## config.mk

```make
export PLATFORM = sky130hd
export DESIGN_NAME = b2b_ctrl
export DESIGN_NICKNAME = d
export VERILOG_FILES = /design/src/hdl/b2b_pkg.sv /design/src/hdl/b2b_ctrl.sv
export SDC_FILE = /design/constraint.sdc
export NUM_CORES = 1
export LEC_CHECK = 0
export BUFFER_PORTS_ARGS = -buffer_cell sky130_fd_sc_hd__buf_2
export CAP_MARGIN = 20
export CORE_MARGIN = 2
export CORE_UTILIZATION = 55
export CTS_BUF_LIST = sky130_fd_sc_hd__clkbuf_2 sky130_fd_sc_hd__clkbuf_4 sky130_fd_sc_hd__clkbuf_8
export DETAILED_ROUTE_END_ITERATION = 10
export MAX_ROUTING_LAYER = met4
export PLACE_DENSITY = 0.76
export SLEW_MARGIN = 20
export SYNTH_ARGS = -nofsm -noshare
export SYNTH_HDL_FRONTEND = slang
export SYNTH_SLANG_ARGS = --single-unit
export TNS_END_PERCENT = 20
```

## constraint.sdc

```tcl
create_clock -name clock -period 6.21 [get_ports clock]
set_input_delay 0.9315 -clock clock [delete_from_list [all_inputs] [get_ports clock]]
set_output_delay 0.9315 -clock clock [all_outputs]
set_load 0.02 [all_outputs]
```

## src/hdl/b2b_pkg.sv

```systemverilog
// Package with the constants, tables, types and helper functions of the BLAKE2b block.
package b2b_pkg;

   localparam int REQ_DATA_W = 72;
   localparam int RSP_DATA_W = 64;
   localparam int WORD_W     = 64;
   localparam int MSG_WORDS  = 16;
   localparam int LEN_W      = 8;
   localparam int DLEN_W     = 7;
   localparam int ADDR_W     = 4;
   localparam int COUNT_W    = 5;
   localparam int ROUNDS     = 12;

   localparam logic [WORD_W-1:0] IV [8] = '{
      64'h6a09e667f3bcc908, 64'hbb67ae8584caa73b,
      64'h3c6ef372fe94f82b, 64'ha54ff53a5f1d36f1,
      64'h510e527fade682d1, 64'h9b05688c2b3e6c1f,
      64'h1f83d9abfb41bd6b, 64'h5be0cd19137e2179
   };

   localparam logic [WORD_W-1:0] PARAM_WORD = 64'h0000_0000_0101_0000;
   localparam logic [WORD_W-1:0] FINAL_FLAG = 64'hFFFF_FFFF_FFFF_FFFF;

   // Quarter steps of one mixing function.
   localparam logic [1:0] PH_A1 = 2'd0;
   localparam logic [1:0] PH_C1 = 2'd1;
   localparam logic [1:0] PH_A2 = 2'd2;
   localparam logic [1:0] PH_C2 = 2'd3;

   // Mix steps after which the rows are turned to and from the diagonal layout.
   localparam logic [2:0] STEP_DIAG   = 3'd3;
   localparam logic [2:0] STEP_UNDIAG = 3'd7;

   localparam logic [DLEN_W-1:0] DLEN_MAX = 7'd64;
   localparam logic [DLEN_W-1:0] DLEN_MIN = 7'd1;

   typedef struct packed {
      logic                 load_we;
      logic [ADDR_W-1:0]    load_addr;
      logic                 load_last;
      logic [COUNT_W-1:0]   count;
      logic                 init;
      logic                 mix;
      logic [1:0]           phase;
      logic [2:0]           step;
      logic                 fin;
      logic                 shift;
      logic [ADDR_W-1:0]    rd_addr;
   } cmd_type;

   typedef struct packed {
      logic [3:0] nres;
   } sts_type;

   // Message word schedule of one round, entry zero in the lowest nibble.
   function automatic logic [ADDR_W-1:0] perm_sel(input logic [3:0] round,
                                                  input logic [3:0] pos);
      logic [63:0] row;
      case (round)
         4'd0, 4'd10: row = 64'hFEDCBA9876543210;
         4'd1, 4'd11: row = 64'h357B20C16DF984AE;
         4'd2:        row = 64'h491763EADF250C8B;
         4'd3:        row = 64'h8F04A562EBCD1397;
         4'd4:        row = 64'hD386CB1EFA427509;
         4'd5:        row = 64'h91EF57D438B0A6C2;
         4'd6:        row = 64'hB8293670A4DEF15C;
         4'd7:        row = 64'hA2684F05931CE7BD;
         4'd8:        row = 64'h5A417D2C803B9EF6;
         4'd9:        row = 64'h0DC3E9BF5167482A;
         default:     row = 64'hFEDCBA9876543210;
      endcase
      return row[{pos, 2'b00} +: 4];
   endfunction

   // Keeps the bytes of word idx that lie below total bytes.
   function automatic logic [WORD_W-1:0] keep_mask(input logic [LEN_W-1:0] total,
                                                   input logic [3:0] idx);
      logic [LEN_W-1:0] start;
      logic [LEN_W-1:0] diff;
      logic [3:0]       nb;
      logic [WORD_W-1:0] mask;
      start = {1'b0, idx, 3'b000};
      diff  = total - start;
      if (total <= start) begin
         nb = 4'd0;
      end else if (diff >= 8'd8) begin
         nb = 4'd8;
      end else begin
         nb = diff[3:0];
      end
      for (int j = 0; j < 8; j++) begin
         mask[8*j +: 8] = (4'(j) < nb) ? 8'hFF : 8'h00;
      end
      return mask;
   endfunction

endpackage

```

## src/hdl/b2b_ctrl.sv

```systemverilog
// Controller of the BLAKE2b block: load, mixing schedule and digest output sequencing.
module b2b_ctrl (
   input  logic             clock,
   input  logic             reset,
   input  logic             req_tvalid,
   output logic             req_tready,
   input  logic             req_tlast,
   output logic             rsp_tvalid,
   input  logic             rsp_tready,
   output logic             rsp_tlast,
   output b2b_pkg::cmd_type cmd,
   input  b2b_pkg::sts_type sts
);
   import b2b_pkg::*;

   typedef enum logic [4:0] {
      S_LOAD  = 5'b00001,
      S_INIT  = 5'b00010,
      S_MIX   = 5'b00100,
      S_FINAL = 5'b01000,
      S_OUT   = 5'b10000
   } state_type;

   state_type          state_ff, state_in;
   logic [3:0]         round_ff, round_in;
   logic [2:0]         step_ff, step_in;
   logic [1:0]         phase_ff, phase_in;
   logic [2:0]         out_idx_ff, out_idx_in;
   logic [COUNT_W-1:0] words_loaded_ff, words_loaded_in;
   logic               req_acc;
   logic               rsp_acc;
   logic               mix_done;

   assign req_tready = (state_ff == S_LOAD);
   assign rsp_tvalid = (state_ff == S_OUT);
   assign rsp_tlast  = ({1'b0, out_idx_ff} == sts.nres - 4'd1);
   assign req_acc    = req_tvalid && req_tready;
   assign rsp_acc    = rsp_tvalid && rsp_tready;
   assign mix_done   = (phase_ff == PH_C2) && (step_ff == 3'd7) &&
                       (round_ff == 4'(ROUNDS - 1));

   always_comb begin
      state_in        = state_ff;
      round_in        = round_ff;
      step_in         = step_ff;
      phase_in        = phase_ff;
      out_idx_in      = out_idx_ff;
      words_loaded_in = words_loaded_ff;
      case (state_ff)
         S_LOAD: begin
            if (req_acc) begin
               if (words_loaded_ff < 5'(MSG_WORDS)) begin
                  words_loaded_in = words_loaded_ff + 5'd1;
               end
               if (req_tlast) begin
                  state_in = S_INIT;
               end
            end
         end
         S_INIT: begin
            state_in = S_MIX;
         end
         S_MIX: begin
            phase_in = phase_ff + 2'd1;
            if (phase_ff == PH_C2) begin
               step_in = step_ff + 3'd1;
               if (step_ff == 3'd7) begin
                  round_in = round_ff + 4'd1;
               end
            end
            if (mix_done) begin
               state_in = S_FINAL;
               round_in = '0;
               step_in  = '0;
               phase_in = '0;
            end
         end
         S_FINAL: begin
            state_in   = S_OUT;
            out_idx_in = '0;
         end
         S_OUT: begin
            if (rsp_acc) begin
               if (rsp_tlast) begin
                  state_in        = S_LOAD;
                  words_loaded_in = '0;
               end else begin
                  out_idx_in = out_idx_ff + 3'd1;
               end
            end
         end
         default: begin
            state_in = S_LOAD;
         end
      endcase
   end

   always_ff @(posedge clock) begin
      if (reset) begin
         state_ff        <= S_LOAD;
         round_ff        <= '0;
         step_ff         <= '0;
         phase_ff        <= '0;
         out_idx_ff      <= '0;
         words_loaded_ff <= '0;
      end else begin
         state_ff        <= state_in;
         round_ff        <= round_in;
         step_ff         <= step_in;
         phase_ff        <= phase_in;
         out_idx_ff      <= out_idx_in;
         words_loaded_ff <= words_loaded_in;
      end
   end

   always_comb begin
      cmd.load_we   = req_acc && (words_loaded_ff < 5'(MSG_WORDS));
      cmd.load_addr = words_loaded_ff[ADDR_W-1:0];
      cmd.load_last = req_acc && req_tlast;
      cmd.count     = words_loaded_ff;
      cmd.init      = (state_ff == S_INIT);
      cmd.mix       = (state_ff == S_MIX);
      cmd.phase     = phase_ff;
      cmd.step      = step_ff;
      cmd.fin       = (state_ff == S_FINAL);
      cmd.shift     = rsp_acc;
      cmd.rd_addr   = perm_sel(round_in, {step_in, phase_in[1]});
   end

   assert property (@(posedge clock) disable iff (reset)
      (state_ff == S_MIX && mix_done) |=> (state_ff == S_FINAL))
      else $error("Mixing did not end after the last round.");

   assert property (@(posedge clock) disable iff (reset)
      (state_ff == S_FINAL) |=> (state_ff == S_OUT && out_idx_ff == 3'd0))
      else $error("Digest output did not start at the first word.");

   assert property (@(posedge clock) disable iff (reset)
      (state_ff == S_LOAD) |-> (round_ff == 4'd0 && step_ff == 3'd0 && phase_ff == 2'd0))
      else $error("Mixing counters not at rest while loading.");

   assert property (@(posedge clock) disable iff (reset)
      (rsp_acc && rsp_tlast) |=> (state_ff == S_LOAD && words_loaded_ff == '0))
      else $error("Block did not return to loading after the last digest word.");

endmodule

```

# After elaboration in Yosys (flattened, before gate mapping)
# Memories as Yosys holds them, arrays and structs flattened.
# Cells that the tools add are included.
dict set report word_totals {
  register_bits 22
  rom_bits 1024
  inputBits 9
  output_inout_bits 27
  wordCells 66
  memories 1
}
# name words word_bits read_ports rd_clocked_by_memory_dff write_ports line
set mem_list {}
lappend mem_list {{(no name shown)} 16 64 1 0 0 b2b_pkg.sv:59} ;# case (round)
dict set report classes {
  add_sub_neg 6
  magnitude_cmp 1
  eq_ne 16
  n_shift 1
  mux 23
  reduce_logical 11
}
# cell count
set ops {}
lappend ops {{variable part select 64 x 7 -> 4 bit} 1}
lappend ops {{2-to-1 mux 5 bit} 9}
lappend ops {{case mux 5 bit (5 select lines)} 1}
lappend ops {{2-to-1 mux 4 bit} 4}
lappend ops {{2-to-1 mux 3 bit} 5}
lappend ops {{!= test 2 x 1 -> 1 bit, second input constant} 6}
lappend ops {{case mux 5 bit (2 select lines)} 1}
lappend ops {{AND reduction 5 bit} 2}
lappend ops {{adder 3 x 1 -> 3 bit, second input constant} 2}
lappend ops {{logical AND 1 bit} 6}
lappend ops {{case mux 3 bit (2 select lines)} 1}
lappend ops {{adder 5 x 1 -> 5 bit, second input constant} 1}
lappend ops {{== test 5 x 1 -> 1 bit, second input constant} 1}
lappend ops {{== test 5 x 2 -> 1 bit, second input constant} 1}
lappend ops {{== test 5 x 3 -> 1 bit, second input constant} 1}
lappend ops {{== test 5 x 4 -> 1 bit, second input constant} 1}
lappend ops {{== test 5 bit, second input constant} 1}
lappend ops {{< comparator 5 bit, second input constant} 1}
lappend ops {{adder 4 x 1 -> 4 bit, second input constant} 1}
lappend ops {{== test 3 x 4 -> 1 bit} 1}
lappend ops {{== test 4 bit, second input constant} 1}
lappend ops {{2-to-1 mux 2 bit} 2}
lappend ops {{nonzero test 2 bit} 2}
lappend ops {{subtractor 4 x 1 -> 4 bit, second input constant} 1}
lappend ops {{other kinds (5)} 5}

# Depth between registers and ports, before layout
# An unclocked memory read counts as a cell.
dict set report depth {
  depth_word 7
  mapped_depth 16
  depth_no_buf 13
}

# Least setup slack after synthesis
# OpenSTA, ideal clock, no wires.
dict set report synth_path {
  path_type {register to output}
  startpoint {reg step_ff[0]}
  endpoint {out cmd[2] (netlist name)}
  arrival_time_ps 3710
  t_required_ps 5278
  slack_ps 1568
  stages_incl_launch_ff 17
  n_path_buf 3
  cell_sequence {dfxtp_1 > ha_1 > ha_1 > and4b_1 > or4b_1 > and2_1 > buf_6 > buf_2 > inv_1 > ha_1 > clkbuf_1 > nor3_1 > o21ai_0 > a21oi_1 > a2111oi_0 > o2bb2ai_1 > mux2i_1}
}
# item line
set synth_lines {}
lappend synth_lines {{start, declared} b2b_ctrl.sv:26} ;# logic [2:0] step_ff, step_in;
lappend synth_lines {{start signal, assigned} b2b_ctrl.sv:109} ;# step_ff <= step_in;
lappend synth_lines {{end, declared} b2b_ctrl.sv:11} ;# output b2b_pkg::cmd_type cmd,

==> flow_results.org <==
** Status
- Status :: complete, no violations

** CTS
- Clock Sinks :: 22
- CTS H-tree depth :: 1
- Later-pin clock latency in the skew report :: 0.27 ns
- Clock-pin slew was measured on the worst setup and hold paths at about 0.090 ns.
- Clock tree from TritonCTS :: built
- Clock tree synthesis selected as its root buffer the cell sky130_fd_sc_hd__clkbuf_8.
- Maximum clock insertion buffer count :: 2
- Once the clock tree was built, the resizer swapped 0 gates to a different size.
- After clock tree synthesis, the flow added hold-fix buffers numbering 0.
- The number of clock buffers added by TritonCTS is 3.
- Post-CTS timing repair inserted 0 buffers for setup.

** Timing
- Slew HR :: about a third
- After layout, the worst path uses 87.2% of the clock period.
- RSZ-0062 raised after global routing :: no
- For the pin with the worst max-slew slack, the measured transition is between 1 and 1.5 ns.
- Setup violations remaining at the end of the flow were counted as 0.
- Maximum achievable frequency :: 185 MHz
- Pins over their slew limit :: 0
- After routing, the total negative slack on setup checks comes to 0 ns.
- Final hold vios :: 0
- Skew final :: 0.00437 ns
- For the finished layout, the period the worst path requires is 5.41 ns.

** Floorplanning
- Placement Rows :: 26
- Measured along the y axis, the die boundary spans 76.3 um.
- Die width :: around 76 um
- 36 I/O pins were placed.
- Core region area :: between 5000 and 6000 sq um
- Initial core utilization :: 56.6%
- DIE AREA :: between 5000 and 6000 sq um

** Yosys
- Post-synth ARST share :: 0%
- Number of nets in the synthesized netlist :: roughly 430
- Cell area after synthesis :: 2870 sq um
- Most common flop cell mapped by yosys :: sky130_fd_sc_hd__dfxtp_1
- The synthesized netlist devotes between 20% and 30% of its cell area to simple gates.
- Combinational family with the most area after synthesis :: compound AO/OA/AOI/OAI gates
- Share of cell area taken by muxes after synthesis :: 2.31%
- Post-Syn Area per Cell :: 7.01 sq um
- Post-synthesis cell type count :: 72
- YS warnings :: 0
- The synthesized netlist devotes under 10% of its cell area to XOR and XNOR gates.
- Gate count of the mapped netlist :: approximately 400
- Fraction of the yosys area taken by sequential cells :: 15.3%
- Synth Register Bits :: 22
- Arithmetic-cell share of the synthesized area counting full adders, half adders and majority gates :: 6.10%
- Count of flip-flops with a built-in enable after synthesis :: 0
- Synthesized-area fraction occupied by ao, oa, aoi and oai cells :: 35.9%

** Placed design
- Port Buffer Count :: 35
- The HPWL after detailed placement is 6580 um.
- GP Congestion :: ~1.1

** Hold path
- The worst hold path passes through 2 cells.
- The min-delay analysis places its worst path in the category flip-flop to flip-flop.
- In this run the most critical hold path is launched from words_loaded_ff[4].
- The path with the worst hold slack has its endpoint at words_loaded_ff[4].

** Routing
- DR DRC count :: 0
- Wirelength per Cell :: 19.9 um
- The detail route stage leaves a number of antenna-violating nets equal to 0.
- DRC violation total after the first TritonRoute iteration :: 653
- Vias per cell :: around 7.1
- First-pass detailed-route iteration total :: 7
- Vias :: between 3000 and 4000
- The routed design has 9590 um of wire.

** Worst setup path
- Maximum fanout encountered on the critical timing path :: 20
- Worst reg2reg endpoint :: round_ff[1]
- The critical path in this run is classified as flip-flop to output port.
- The startpoint identified for the worst register-to-register timing path is step_ff[0].
- Data on the critical path is required at its endpoint by 5.28 ns.
- Cells along the critical path :: ha_1, ha_1, and4b_1, or4b_1, and2_1, inv_1, ha_1, nor3_1, a21oi_1, o21ai_0, a211o_1, o211ai_2, a22o_1, buf_2
- The most numerous cell type found on the critical path is sky130_fd_sc_hd__ha_1.
- Slowest stage delay, CP :: 0.63 ns
- Data on the critical path arrives at its endpoint at about 4.5 ns.
- Slowest CP cell :: sky130_fd_sc_hd__nor3_1
- Reg2Reg Setup Slack :: 3.89 ns
- STA classifies the critical path startpoint as a flip-flop.
- Endpoint class of the critical path :: output port
- Cell family contributing the most delay on the critical path :: simple AND/OR/NAND/NOR gates
- Buffers and inverters on the worst path :: 2
- Worst reg2reg path depth :: 6

** Global route
- The number of antenna violations at the first check in global routing came to 0.
- Via count of the first global-routing pass :: between 2000 and 3000
- Entering global routing, the biggest net connects 33 pins.
- Remaining global-route overflow :: 0
- Global routing used roughly a third of the available tracks.
- The first global-routing pass estimated 15100 um of wire.

** Power and ir drop
- IR Drop Worst-Case VDD :: 0.109 mV
- Of the total power, the clock network draws 42.8%.
- P per Cell Area :: 106 nW/um^2
- Total leakage power :: 1.24 nW
- In this run, the combinational gates consume between 10% and 20% of the power.
- Of the total power, the share spent switching nets is 24.3%.
- Internal power comes to 0.242 mW.
- Sequential cells burn between 40% and 50% of the power.
- For this design the total switching power over the nets is 0.0775 mW.

** Layout
- Of the cells placed in the final design, the portion with a size suffix greater than 1 is 15.3%.
- The repair_antennas step left the layout with diodes totalling 0.
- Number of nets in the layout :: 437
- Final Util :: about three fifths
- Area growth from synthesis to layout :: 4.62%

** Job
- The tool flagged a number of max-cap violations equal to 0.
## tightest hold or removal path, stage by stage (launching register included)
cell and delay [ns]:
sky130_fd_sc_hd__dfxtp_1 0.36, sky130_fd_sc_hd__a41oi_1 0.06, sky130_fd_sc_hd__nor2_1 0.09
## Yosys cell counts (all sizes together) (3+ instances only)
master   count  area share (%)
dfxtp       22              15
nor2        44             6.0
a211oi       3            0.78
clkbuf      17             2.2
o221ai       5             1.5
and2         4            0.87
a21oi       38             6.6
buf         26             6.8
o31ai        4             1.0
or3          5             1.1
a2111oi      6             2.3
xor2         3            0.91
ha          14             6.1
a21o         5             1.3
nor4         9             2.2
a31oi        9             2.0
o21ai       36             6.3
mux2i        4             1.4
a22oi        3            0.78
inv         11             1.4
a211o        4             1.2
o2111ai      4             1.2
xnor2        7             2.1
o22ai        4            0.87
nand4b       3            0.91
o2bb2ai      3            0.91
a221oi       4             1.4
nand3       16             3.0
a311o        3             1.0
nor3        16             3.0
nand4        6             1.3
and3         3            0.65
o211ai       5             1.5
nand2       33             4.7
## registers in the layout, summed over array words and instances, names as in the netlist
signal           flops
out_idx_ff           3
phase_ff             2
round_ff             4
state_ff             5
step_ff              3
words_loaded_ff      5
## placed cells by master, fill, tap and decap left out, types with 4 or more instances in the layout
cell / instances
sky130_fd_sc_hd__a2111oi_0: 4
sky130_fd_sc_hd__a211o_1: 4
sky130_fd_sc_hd__a21o_1: 5
sky130_fd_sc_hd__a21oi_1: 38
sky130_fd_sc_hd__a31oi_1: 9
sky130_fd_sc_hd__and2_1: 4
sky130_fd_sc_hd__buf_2: 35
sky130_fd_sc_hd__buf_4: 7
sky130_fd_sc_hd__dfxtp_1: 22
sky130_fd_sc_hd__ha_1: 14
sky130_fd_sc_hd__inv_1: 11
sky130_fd_sc_hd__mux2i_1: 4
sky130_fd_sc_hd__nand2_1: 31
sky130_fd_sc_hd__nand3_1: 15
sky130_fd_sc_hd__nand4_1: 6
sky130_fd_sc_hd__nor2_1: 41
sky130_fd_sc_hd__nor3_1: 14
sky130_fd_sc_hd__nor4_1: 8
sky130_fd_sc_hd__o2111ai_1: 4
sky130_fd_sc_hd__o211ai_1: 4
sky130_fd_sc_hd__o21ai_0: 33
sky130_fd_sc_hd__o221ai_1: 5
sky130_fd_sc_hd__o22ai_1: 4
sky130_fd_sc_hd__o31ai_1: 4
sky130_fd_sc_hd__or3_1: 5
sky130_fd_sc_hd__xnor2_1: 7
## layer usage
layer | wire (um) | track usage, % | share of wire (%)
met1 | 3950 | 43.6 | 41
met2 | 4020 | 46.9 | 42
met3 | 1340 | 7.82 | 14
met4 | 283 | 10.2 | 3.0
met5 | 0 | - | 0
## power by group through the flow
stage / Clock [mW] / Combinational, mW / Sequential, mW
finish: 0.137 / 0.0364 / 0.146
global route: 0.143 / 0.0398 / 0.147
CTS: 0.138 / 0.0364 / 0.146
detailed placement: 0 / 0.0363 / 0.150
global placement: 0 / 0.0356 / 0.150
floorplan: 0 / 0.0253 / 0.151
## cells by family (layout without fill, tap and decap cells)
family                     Yosys count  in the layout
AOI/OAI and AO/OA                  153            153
xor gates and xnor gates            10             10
adders and majority gates           14             14
buffers and inverters               55             58
DFF                                 22             22
muxes                                6              6
and+or+nand+nor                    150            150
## cell type report
class,instances,area (sq um)
Sequential cell,22,440
Clock buffer,3,41.3
Timing Repair Buffer,42,228
Tap cell,70,87.6
Fill cell,494,2070
Inverter,12,46.3
Clock inverter,1,30.0
Multi-Input combinational cell,333,2130
## stage by stage
| stage | hold WS (ns) | power, mW | cell area, sq um | cells | worst slack (ns) |
|---|---|---|---|---|---|
| 2_1_floorplan | 0.531 | 0.176 | 2870 | 410 | 1.57 |
| 3_3_place_gp | 0.495 | 0.185 | 2930 | 479 | 1.36 |
| 3_5_place_dp | 0.522 | 0.186 | 2930 | 479 | 1.23 |
| 4_1_cts | 0.539 | 0.321 | 3010 | 483 | 0.933 |
| 5_1_grt | 0.570 | 0.330 | 3010 | 483 | 0.482 |
| 6_report | 0.541 | 0.320 | 3010 | 483 | 0.796 |
## how the worst max path moves through the flow
| stage | from | end | slack (ns) | cells after the start |
|---|---|---|---|---|
| 6_report | step_ff[0] | cmd[3] | 0.80 | 14 |
| 5_1_grt | step_ff[0] | cmd[1] | 0.48 | 14 |
| 4_1_cts | step_ff[0] | cmd[3] | 0.93 | 14 |
| 3_5_place_dp | step_ff[0] | cmd[3] | 1.23 | 14 |
| 3_3_place_gp | step_ff[0] | cmd[3] | 1.36 | 14 |
| 2_1_floorplan | step_ff[0] | cmd[2] | 1.57 | 16 |
(Power assumes the default switching activity.)
