**config.mk**
```make
export PLATFORM = sky130hd
export DESIGN_NAME = b2b_dpath
export DESIGN_NICKNAME = d
export VERILOG_FILES = /design/src/hdl/b2b_pkg.sv /design/src/hdl/b2b_ram.sv /design/src/hdl/b2b_dpath.sv
export SDC_FILE = /design/constraint.sdc
export NUM_CORES = 2
export LEC_CHECK = 0
export BUFFER_PORTS_ARGS = -buffer_cell sky130_fd_sc_hd__buf_2
export CAP_MARGIN = 20
export CORE_MARGIN = 2
export CORE_UTILIZATION = 50
export DETAILED_ROUTE_END_ITERATION = 8
export HOLD_SLACK_MARGIN = 0.03
export PLACE_DENSITY = 0.64
export SKIP_CTS_REPAIR_TIMING = 1
export SLEW_MARGIN = 20
export SYNTH_ARGS = -nofsm -noshare
export SYNTH_HDL_FRONTEND = slang
export SYNTH_SLANG_ARGS = --single-unit
```
**constraint.sdc**
```tcl
create_clock -name clock -period 5.8 [get_ports clock]
set_input_delay 0.87 -clock clock [delete_from_list [all_inputs] [get_ports clock]]
set_output_delay 0.87 -clock clock [all_outputs]
set_load 0.005 [all_outputs]
```
**src/hdl/b2b_pkg.sv**
```systemverilog
// Package with the constants, tables, types and helper functions of the BLAKE2b block.
package b2b_pkg;

   localparam int REQ_DATA_W = 72;
   localparam int RSP_DATA_W = 64;
   localparam int WORD_W     = 64;
   localparam int MSG_WORDS  = 16;
   localparam int LEN_W      = 8;
   localparam int DLEN_W     = 7;
   localparam int ADDR_W     = 4;
   localparam int COUNT_W    = 5;
   localparam int ROUNDS     = 12;

   localparam logic [WORD_W-1:0] IV [8] = '{
      64'h6a09e667f3bcc908, 64'hbb67ae8584caa73b,
      64'h3c6ef372fe94f82b, 64'ha54ff53a5f1d36f1,
      64'h510e527fade682d1, 64'h9b05688c2b3e6c1f,
      64'h1f83d9abfb41bd6b, 64'h5be0cd19137e2179
   };

   localparam logic [WORD_W-1:0] PARAM_WORD = 64'h0000_0000_0101_0000;
   localparam logic [WORD_W-1:0] FINAL_FLAG = 64'hFFFF_FFFF_FFFF_FFFF;

   // Quarter steps of one mixing function.
   localparam logic [1:0] PH_A1 = 2'd0;
   localparam logic [1:0] PH_C1 = 2'd1;
   localparam logic [1:0] PH_A2 = 2'd2;
   localparam logic [1:0] PH_C2 = 2'd3;

   // Mix steps after which the rows are turned to and from the diagonal layout.
   localparam logic [2:0] STEP_DIAG   = 3'd3;
   localparam logic [2:0] STEP_UNDIAG = 3'd7;

   localparam logic [DLEN_W-1:0] DLEN_MAX = 7'd64;
   localparam logic [DLEN_W-1:0] DLEN_MIN = 7'd1;

   typedef struct packed {
      logic                 load_we;
      logic [ADDR_W-1:0]    load_addr;
      logic                 load_last;
      logic [COUNT_W-1:0]   count;
      logic                 init;
      logic                 mix;
      logic [1:0]           phase;
      logic [2:0]           step;
      logic                 fin;
      logic                 shift;
      logic [ADDR_W-1:0]    rd_addr;
   } cmd_type;

   typedef struct packed {
      logic [3:0] nres;
   } sts_type;

   // Message word schedule of one round, entry zero in the lowest nibble.
   function automatic logic [ADDR_W-1:0] perm_sel(input logic [3:0] round,
                                                  input logic [3:0] pos);
      logic [63:0] row;
      case (round)
         4'd0, 4'd10: row = 64'hFEDCBA9876543210;
         4'd1, 4'd11: row = 64'h357B20C16DF984AE;
         4'd2:        row = 64'h491763EADF250C8B;
         4'd3:        row = 64'h8F04A562EBCD1397;
         4'd4:        row = 64'hD386CB1EFA427509;
         4'd5:        row = 64'h91EF57D438B0A6C2;
         4'd6:        row = 64'hB8293670A4DEF15C;
         4'd7:        row = 64'hA2684F05931CE7BD;
         4'd8:        row = 64'h5A417D2C803B9EF6;
         4'd9:        row = 64'h0DC3E9BF5167482A;
         default:     row = 64'hFEDCBA9876543210;
      endcase
      return row[{pos, 2'b00} +: 4];
   endfunction

   // Keeps the bytes of word idx that lie below total bytes.
   function automatic logic [WORD_W-1:0] keep_mask(input logic [LEN_W-1:0] total,
                                                   input logic [3:0] idx);
      logic [LEN_W-1:0] start;
      logic [LEN_W-1:0] diff;
      logic [3:0]       nb;
      logic [WORD_W-1:0] mask;
      start = {1'b0, idx, 3'b000};
      diff  = total - start;
      if (total <= start) begin
         nb = 4'd0;
      end else if (diff >= 8'd8) begin
         nb = 4'd8;
      end else begin
         nb = diff[3:0];
      end
      for (int j = 0; j < 8; j++) begin
         mask[8*j +: 8] = (4'(j) < nb) ? 8'hFF : 8'h00;
      end
      return mask;
   endfunction

endpackage

```
**src/hdl/b2b_ram.sv**
```systemverilog
// Generic single-port-write, single-port-read RAM with registered read data.
module b2b_ram #(
   parameter int Width     = 64,
   parameter int Depth     = 16,
   parameter int AddrWidth = $clog2(Depth)
) (
   input  logic                 clock,
   input  logic                 we,
   input  logic [AddrWidth-1:0] waddr,
   input  logic [Width-1:0]     wdata,
   input  logic [AddrWidth-1:0] raddr,
   output logic [Width-1:0]     rdata
);

   logic [Width-1:0] mem_ff [Depth];
   logic [Width-1:0] rdata_ff;

   always_ff @(posedge clock) begin
      if (we) begin
         mem_ff[waddr] <= wdata;
      end
      rdata_ff <= mem_ff[raddr];
   end

   assign rdata = rdata_ff;

endmodule

```
**src/hdl/b2b_dpath.sv**
```systemverilog
// Datapath of the BLAKE2b block: message store, work vector, mixing unit and digest output.
module b2b_dpath (
   input  logic                            clock,
   input  logic                            reset,
   input  b2b_pkg::cmd_type                cmd,
   output b2b_pkg::sts_type                sts,
   input  logic [b2b_pkg::WORD_W-1:0]      msg_word,
   input  logic [b2b_pkg::LEN_W-1:0]       msg_len,
   input  logic                            csr_we,
   input  logic [b2b_pkg::DLEN_W-1:0]      csr_wdata,
   output logic [b2b_pkg::WORD_W-1:0]      digest_word
);
   import b2b_pkg::*;

   logic [DLEN_W-1:0] digest_len_ff;
   logic [DLEN_W-1:0] dlen;
   logic [DLEN_W-1:0] dlen_sum;
   logic [LEN_W-1:0]  len_ff;
   logic [WORD_W-1:0] mask_ff;
   logic [WORD_W-1:0] mask_in;
   logic [WORD_W-1:0] ram_rdata;
   logic [WORD_W-1:0] mw;
   logic [WORD_W-1:0] h [8];
   logic [WORD_W-1:0] v_ff [16];
   logic [WORD_W-1:0] v_in [16];
   logic [WORD_W-1:0] t [16];
   logic [WORD_W-1:0] sum_a;
   logic [WORD_W-1:0] sum_c;
   logic [1:0]        rot_amt [4];

   function automatic logic [WORD_W-1:0] ror32(input logic [WORD_W-1:0] x);
      return {x[31:0], x[63:32]};
   endfunction

   function automatic logic [WORD_W-1:0] ror24(input logic [WORD_W-1:0] x);
      return {x[23:0], x[63:24]};
   endfunction

   function automatic logic [WORD_W-1:0] ror16(input logic [WORD_W-1:0] x);
      return {x[15:0], x[63:16]};
   endfunction

   function automatic logic [WORD_W-1:0] ror63(input logic [WORD_W-1:0] x);
      return {x[62:0], x[63]};
   endfunction

   b2b_ram #(
      .Width (WORD_W),
      .Depth (MSG_WORDS)
   ) u_msg_ram (
      .clock (clock),
      .we    (cmd.load_we),
      .waddr (cmd.load_addr),
      .wdata (msg_word),
      .raddr (cmd.rd_addr),
      .rdata (ram_rdata)
   );

   always_comb begin
      if (digest_len_ff == '0) begin
         dlen = DLEN_MIN;
      end else if (digest_len_ff > DLEN_MAX) begin
         dlen = DLEN_MAX;
      end else begin
         dlen = digest_len_ff;
      end
   end

   assign dlen_sum = dlen + 7'd7;
   assign sts.nres = dlen_sum[6:3];

   always_comb begin
      for (int i = 0; i < 8; i++) begin
         h[i] = IV[i];
      end
      h[0] = IV[0] ^ PARAM_WORD ^ {{(WORD_W-DLEN_W){1'b0}}, dlen};
   end

   // Words past the fill count were never written in this message and read as zero.
   always_comb begin
      if ({1'b0, cmd.rd_addr} < cmd.count) begin
         mask_in = keep_mask(len_ff, cmd.rd_addr);
      end else begin
         mask_in = '0;
      end
   end

   assign mw = ram_rdata & mask_ff;

   always_comb begin
      for (int r = 0; r < 4; r++) begin
         if (cmd.step == STEP_DIAG) begin
            rot_amt[r] = 2'(r + 1);
         end else if (cmd.step == STEP_UNDIAG) begin
            rot_amt[r] = 2'(1 - r);
         end else begin
            rot_amt[r] = 2'd1;
         end
      end
   end

   assign sum_a = v_ff[0] + v_ff[4] + mw;
   assign sum_c = v_ff[8] + v_ff[12];

   always_comb begin
      t = v_ff;
      t[8] = sum_c;
      t[4] = ror63(v_ff[4] ^ sum_c);
   end

   always_comb begin
      v_in = v_ff;
      if (cmd.init) begin
         for (int i = 0; i < 8; i++) begin
            v_in[i]     = h[i];
            v_in[i + 8] = IV[i];
         end
         v_in[12] = IV[4] ^ {{(WORD_W-LEN_W){1'b0}}, len_ff};
         v_in[14] = IV[6] ^ FINAL_FLAG;
      end else if (cmd.mix) begin
         case (cmd.phase)
            PH_A1: begin
               v_in[0]  = sum_a;
               v_in[12] = ror32(v_ff[12] ^ sum_a);
            end
            PH_C1: begin
               v_in[8] = sum_c;
               v_in[4] = ror24(v_ff[4] ^ sum_c);
            end
            PH_A2: begin
               v_in[0]  = sum_a;
               v_in[12] = ror16(v_ff[12] ^ sum_a);
            end
            PH_C2: begin
               for (int r = 0; r < 4; r++) begin
                  for (int col = 0; col < 4; col++) begin
                     v_in[4*r + col] = t[4*r + ((col + int'(rot_amt[r])) & 3)];
                  end
               end
            end
            default: begin
               v_in = v_ff;
            end
         endcase
      end else if (cmd.fin) begin
         for (int i = 0; i < 8; i++) begin
            v_in[i] = (h[i] ^ v_ff[i] ^ v_ff[i + 8]) & keep_mask({1'b0, dlen}, 4'(i));
         end
      end else if (cmd.shift) begin
         for (int i = 0; i < 7; i++) begin
            v_in[i] = v_ff[i + 1];
         end
         v_in[7] = '0;
      end
   end

   always_ff @(posedge clock) begin
      if (reset) begin
         digest_len_ff <= DLEN_MAX;
      end else if (csr_we) begin
         digest_len_ff <= csr_wdata;
      end
   end

   always_ff @(posedge clock) begin
      if (cmd.load_last) begin
         len_ff <= msg_len;
      end
      mask_ff <= mask_in;
      v_ff    <= v_in;
   end

   assign digest_word = v_ff[0];

endmodule

```
Yosys cells after proc, flatten, opt, wreduce, memory -nomap -nowiden
Memory sizes are Yosys's and may differ from the RTL's. A register that Yosys moved wholly into a read port is not among the register bits.
Cells that the tools add are included.
{"block": "op_classes", "muxes": 174, "reduce_logical": 17, "addsub": 33, "magnitude_cmp": 104, "n_eq_ne": 9, "n_bitwise": 41}
{"op": "64-bit binary-select mux with 4-bit select", "n": 12}
{"op": "512-bit two-way mux", "n": 4}
{"op": "64-bit two-way mux", "n": 24}
{"op": "1023-bit two-way mux", "n": 1}
{"op": "192-bit two-way mux", "n": 4}
{"op": "64-bit bitwise XOR", "n": 10}
{"op": "64-bit bitwise AND", "n": 9}
{"op": "8-bit two-way mux", "n": 72}
{"op": "32-bit by 5-bit greater-or-equal comparator with 1-bit output (second input constant)", "n": 12}
{"op": "64-bit case mux with 2 select lines", "n": 3}
{"op": "5-bit NOT with 32-bit output", "n": 8}
{"op": "64-bit adder", "n": 3}
{"op": "64-bit case mux with 3 select lines", "n": 1}
{"op": "4-bit two-way mux", "n": 43}
{"op": "4-bit NOT with 32-bit output", "n": 5}
{"op": "3-bit by 4-bit < comparator with 1-bit output (first input constant)", "n": 36}
{"op": "38-bit NOT", "n": 3}
{"op": "1-bit by 4-bit < comparator with 1-bit output (first input constant)", "n": 18}
{"op": "2-bit by 4-bit < comparator with 1-bit output (first input constant)", "n": 18}
{"op": "8-bit by 4-bit greater-or-equal comparator with 1-bit output (second input constant)", "n": 8}
{"op": "32-bit NOT", "n": 2}
{"op": "63-bit by 64-bit bitwise XOR with 64-bit output", "n": 1}
{"op": "4-bit by 2-bit adder with 5-bit output (first input constant)", "n": 8}
{"op": "35-bit NOT", "n": 1}
{"op": "36 further kinds", "n": 72}
{"block": "word_totals", "n_memories": 1, "out_inout_bits": 68, "ram_bits": 1024, "reg_bits": 1103, "word_cells": 400}
{"memory": "u_msg_ram.mem_ff", "words": 16, "word_bits": 64, "read_ports": 1, "rd_clocked_by_memory_dff": 1, "wr": 1, "line": "b2b_ram.sv:15", "text": "logic [Width-1:0] mem_ff [Depth];"}

Longest topological paths before layout
{"block": "logic_depth", "ltp_word": 16, "mapped_depth": 17}

Hierarchy
From an unflattened synthesis, not the netlist that was laid out.
{"block": "unflattened", "hier_cells": 11223, "area_unflattened_um2": 110113.1}
{"mod": "b2b_dpath", "n_inst": 1, "cells_per_inst": 9576, "area_each_um2": 70531.4, "seq_area_each_um2": 21780.9}
{"mod": "b2b_ram", "n_inst": 1, "cells_per_inst": 1647, "area_each_um2": 39581.7, "seq_area_each_um2": 32030.7}

Worst setup path after synthesis
Ideal clock, no wire load.
{"block": "synth_path", "path_type": "input-to-reg", "startpoint": "in cmd[21] (netlist bit)", "endpoint": "mem u_msg_ram.mem_ff[0][0] (enable)", "setup_time_ps": 565, "setup_slack_ps": -499, "required_ps": 5235, "t_arrival_ps": 5733, "path_stages": 2, "path_cell_list": "or3b_2 > nor3_1"}
{"item": "start, declared", "line": "b2b_dpath.sv:5", "text": "input b2b_pkg::cmd_type cmd,"}
{"item": "end, declared", "line": "b2b_ram.sv:15"}
No word-level cell before the write port.

Final worst setup path
{"block": "layout_path", "startpoint": "reg mask_ff[7]", "endpoint": "reg v_ff, in the netlist t[207] (data pin)"}
{"block": "layout_between", "elab_chain_len": 6}
{"item": "start, declared", "line": "b2b_dpath.sv:19", "text": "logic [WORD_W-1:0] mask_ff;"}
{"item": "start signal, assigned", "line": "b2b_dpath.sv:169", "text": "mask_ff <= mask_in;"}
{"item": "64-bit bitwise AND", "line": "b2b_dpath.sv:88", "text": "assign mw = ram_rdata & mask_ff;"}
{"item": "64-bit adder", "line": "b2b_dpath.sv:102", "text": "assign sum_a = v_ff[0] + v_ff[4] + mw;"}
{"item": "64-bit bitwise XOR", "line": "b2b_dpath.sv:124, b2b_dpath.sv:132"}
{"item": "64-bit case mux with 3 select lines", "line": "b2b_dpath.sv:121", "text": "case (cmd.phase)"}
{"item": "512-bit two-way mux", "line": "b2b_dpath.sv:120", "text": "end else if (cmd.mix) begin"}
{"item": "1023-bit two-way mux", "line": "b2b_dpath.sv:113", "text": "if (cmd.init) begin"}
{"item": "end signal, assigned", "line": "b2b_dpath.sv:170", "text": "v_ff <= v_in;"}
{"item": "end, declared", "line": "b2b_dpath.sv:24", "text": "logic [WORD_W-1:0] v_ff [16];"}
Every way passes these cells. The select of a mux whose other input is x is not followed.
A chain may end at the register's enable or synchronous reset.

==> Implementation_results.wiki <==
{| class="wikitable"
! Metric !! Value
|-
| Area of the placeable core || approximately 220000 µm²
|-
| Worst setup timing slack at the placement stage || approximately 0.32 ns
|-
| Post-synth top area cell || sky130_fd_sc_hd__edfxtp_1
|-
| Count of yosys warnings during synthesis || 0
|-
| First-pass GRT wire length || around 700000 µm
|-
| Remaining max-slew budget at the tightest pin || 7.052%
|-
| Cts bufs inserted || 225
|-
| Vert. Die Dim || between 400 and 500 µm
|-
| Post-route total power || 58.13 mW
|-
| CTS H-tree depth || 4
|-
| Run status || finished with violations
|-
| Number of global-route vias before repair || ~90000
|-
| Maxcap violations || 0
|-
| Crit path max fanout || 8
|-
| Via-per-instance ratio || 6.930
|-
| Final hold violation count || 0
|-
| GRT Util Overall || 44.53%
|-
| Final Net Count || 11320
|-
| Highest-count cells in the layout ignoring fill and taps || 1272 x sky130_fd_sc_hd__nand2_1, 1156 x sky130_fd_sc_hd__a21oi_1, 1106 x sky130_fd_sc_hd__edfxtp_1
|-
| Effective utilization at floorplan || between 50% and 60%
|-
| Worst path depth || 15
|-
| Area of the die || 225400 µm²
|-
| Total wire length after detailed routing || 513100 µm
|-
| Flip-flop and latch count after synthesis || 2135
|-
| Async set or reset register ratio after synthesis || 0%
|-
| Share of the synthesized area in the top cell type || 29.98%
|-
| EDFF count, synth || 1106
|-
| List of cells traversed by the critical path || and2_1 -> fa_1 -> ha_1 -> fa_1 -> a21o_1 -> a31oi_1 -> or4_1 -> a211oi_2 -> buf_4 -> o21a_1 -> nor2_1 -> xnor2_1 -> xor2_1 -> o21ai_0 -> o221ai_1
|-
| Initial drt markers || 15560
|-
| Class of the tightest hold or removal check || in -> reg
|-
| Initial DRT Pass Iterations || 9
|-
| Worst Setup Slack, final || -0.07934 ns
|-
| Kind of cell adding the most delay to the critical path || compound AO/OA/AOI/OAI gates
|-
| Clk pwr share || 25.3%
|-
| Post-detailed-route DRC marker count || 1
|-
| Power density over cell area || 468.8 nW/µm²
|-
| Width of the chip || 474.7 µm
|-
| IR Drop Worst-Case VDD || between 0.3 and 0.4 mV
|-
| Failing checks || DRC, setup timing
|-
| Clock skew after layout || ~0.11 ns
|-
| Switching pwr || between 20 and 30 mW
|-
| I/O Buffers || 173
|-
| Global-route congestion overflow total || 0
|-
| Bufs on Longest Clock Path || 3
|-
| Int Pwr || 32.50 mW
|-
| Required time worst endpoint || 6.37 ns
|-
| Clock-pin slew of the registers on the worst-case setup and hold paths || about 0.070 ns
|-
| Routed wire per std cell || 36.20 µm
|-
| Standard-cell rows || 172
|-
| Cell area after synthesis || 110800 µm²
|-
| Sequential fraction of the synthesis area || 48.57%
|-
| Pin count of the biggest net entering global routing || 142
|-
| Share of post-route cells with drive strength above 1 || 13.89%
|-
| Crit Path Class || reg -> reg
|-
| Number of library cell types mapped by synthesis || roughly 120
|-
| Synth area leaders || sky130_fd_sc_hd__edfxtp_1 30%, sky130_fd_sc_hd__dfxtp_1 19%, sky130_fd_sc_hd__mux4_2 6.5%, sky130_fd_sc_hd__a21oi_1 5.3%, sky130_fd_sc_hd__nand2_1 4.3%
|-
| Comb power frac || a little over two fifths
|-
| Post-Synthesis Mean Instance Area || 10.08 µm²
|-
| Placer congestion estimate || between 1 and 1.5
|-
| Most common flop cell mapped by yosys || sky130_fd_sc_hd__edfxtp_1
|-
| Sequential Power Share || 32.4%
|-
| Count of boundary I/O pins || roughly 170
|-
| Cell with the largest stage delay on the worst path || sky130_fd_sc_hd__xor2_1
|-
| Antenna Violating Nets Remaining || 0
|-
| Standby leakage power || 45.70 nW
|-
| Final clock period utilization by the worst path || 101.4%
|-
| Area Growth Syn to Fin || 11.92%
|-
| Half-perimeter wire length after detailed placement || ~360000 µm
|-
| Count of buffering cells on the critical path with inverters included || 1
|-
| Vias || 98230
|-
| Data arrival time of the critical path || roughly 6.5 ns
|-
| Crit-path most repeated cell || sky130_fd_sc_hd__fa_1
|-
| Setup repair after global routing missed its margin || no
|-
| Most common cell after layout, fill and taps aside || sky130_fd_sc_hd__nand2_1
|-
| Root Buffer || sky130_fd_sc_hd__clkbuf_16
|-
| Post-route minimum period || approximately 6 ns
|-
| Sink count of the clock tree || 2135
|-
| Max-slew violation total from the final report || 0
|-
| Crit-path max cell delay || 0.71 ns
|-
| Worst hold path cell count || 1
|-
| CP startpoint kind || flip-flop
|-
| Maximum achievable frequency || 170.1 MHz
|-
| Antenna violations before repair || 69
|-
| Reg2reg path depth || 15
|-
| Final setup violation count || 1
|-
| Synthesized net count || 11310
|-
| Number of instances in the synthesized netlist || roughly 11000
|-
| Least-Margin Pin Slew || 1.387 ns
|-
| Switching Share || between 40% and 50%
|-
| Category of the worst setup path capture point || flip-flop
|-
| Clock latency of the later-clocked register in the worst-skew pair || 0.95 ns
|-
| CTS tree || done
|}
synthesized netlist by cell type (all sizes together), types with 116 or more instances:
| master | instances |
|---|---|
| a211oi | 122 |
| a21oi | 1165 |
| a221oi | 167 |
| and3 | 116 |
| buf | 184 |
| clkbuf | 698 |
| dfxtp | 1029 |
| edfxtp | 1106 |
| ha | 145 |
| inv | 290 |
| mux2i | 169 |
| mux4 | 320 |
| nand2 | 1282 |
| nand3 | 161 |
| nor2 | 965 |
| nor3 | 200 |
| o211ai | 202 |
| o21ai | 809 |
| o221ai | 147 |
| xnor2 | 201 |
| xor2 | 152 |
layout make-up:
class	count	area, µm²
clock inverters	94	1091
flip-flops and latches	2135	53810
fillers	18770	95940
well taps	2958	3701
clock buffers	322	6397
diodes	29	72.57
multi-input cells	7674	52670
inverters	295	1121
repair buffers	667	5136
power groups by stage:
stage          sequential (mW)  clock (mW)  combinational [mW]
6_report                  18.8        14.7                24.6
3_5_place_dp              19.0           0                22.9
4_1_cts                   18.7        14.8                23.0
2_1_floorplan             18.3           0                12.1
5_1_grt                   18.8        15.4                24.7
3_3_place_gp              18.9           0                22.9
stage by stage:
step,cell area [µm²],hold slack (ns),std cells,utilization [%],setup TNS (ns)
2_1_floorplan,110800,0.4544,10990,-,0
3_5_place_dp,116300,0.4740,13720,52.90,0
4_1_cts,123800,0.07332,14140,56.30,0
3_3_place_gp,116300,0.4642,13720,52.86,0
5_1_grt,123900,0.09548,14150,56.35,0
6_report,124000,0.1092,14170,56.38,-0.07934
final timing paths:
| check | to | from | slack [ns] |
|---|---|---|---|
| setup reg to reg | t[207] | mask_ff[7] | -0.08 |
| hold reg to reg | t[317] | t[381] | 0.46 |
| setup / recovery | t[207] | mask_ff[7] | -0.08 |
| hold / removal | len_ff[7] | msg_len[7] | 0.11 |
metal layers:
metal | track usage [%] | vias up | wire length, µm
met5 | 0 | - | 407
met4 | 30.53 | 60 | 42270
met3 | 13.45 | 1544 | 64390
met2 | 62.92 | 7076 | 212200
met1 | 58.53 | 48500 | 193900
li1 | - | 41050 | -
sequential cells by signal, summed over array words and instances, names as in the netlist:
signal	flops
digest_len_ff	7
digest_word	64
len_ff	8
mask_ff	8
t	832
u_msg_ram.mem_ff	1024
u_msg_ram.rdata	64
v_ff	128
cells by family (layout without fill, tap and decap cells):
family,count (synthesis),after routing,share of synthesized area [%]
muxes,552,552,8.672
AOI/OAI and AO/OA,3410,3410,19.85
DFF,2135,2135,48.57
other,0,29,0
buffers and inverters,1179,1378,4.372
adders and majority gates,211,211,2.830
xor gates and xnor gates,382,382,3.397
and+or+nand+nor,3119,3119,12.31
No activity file was read; power rests on OpenSTA's default activity.
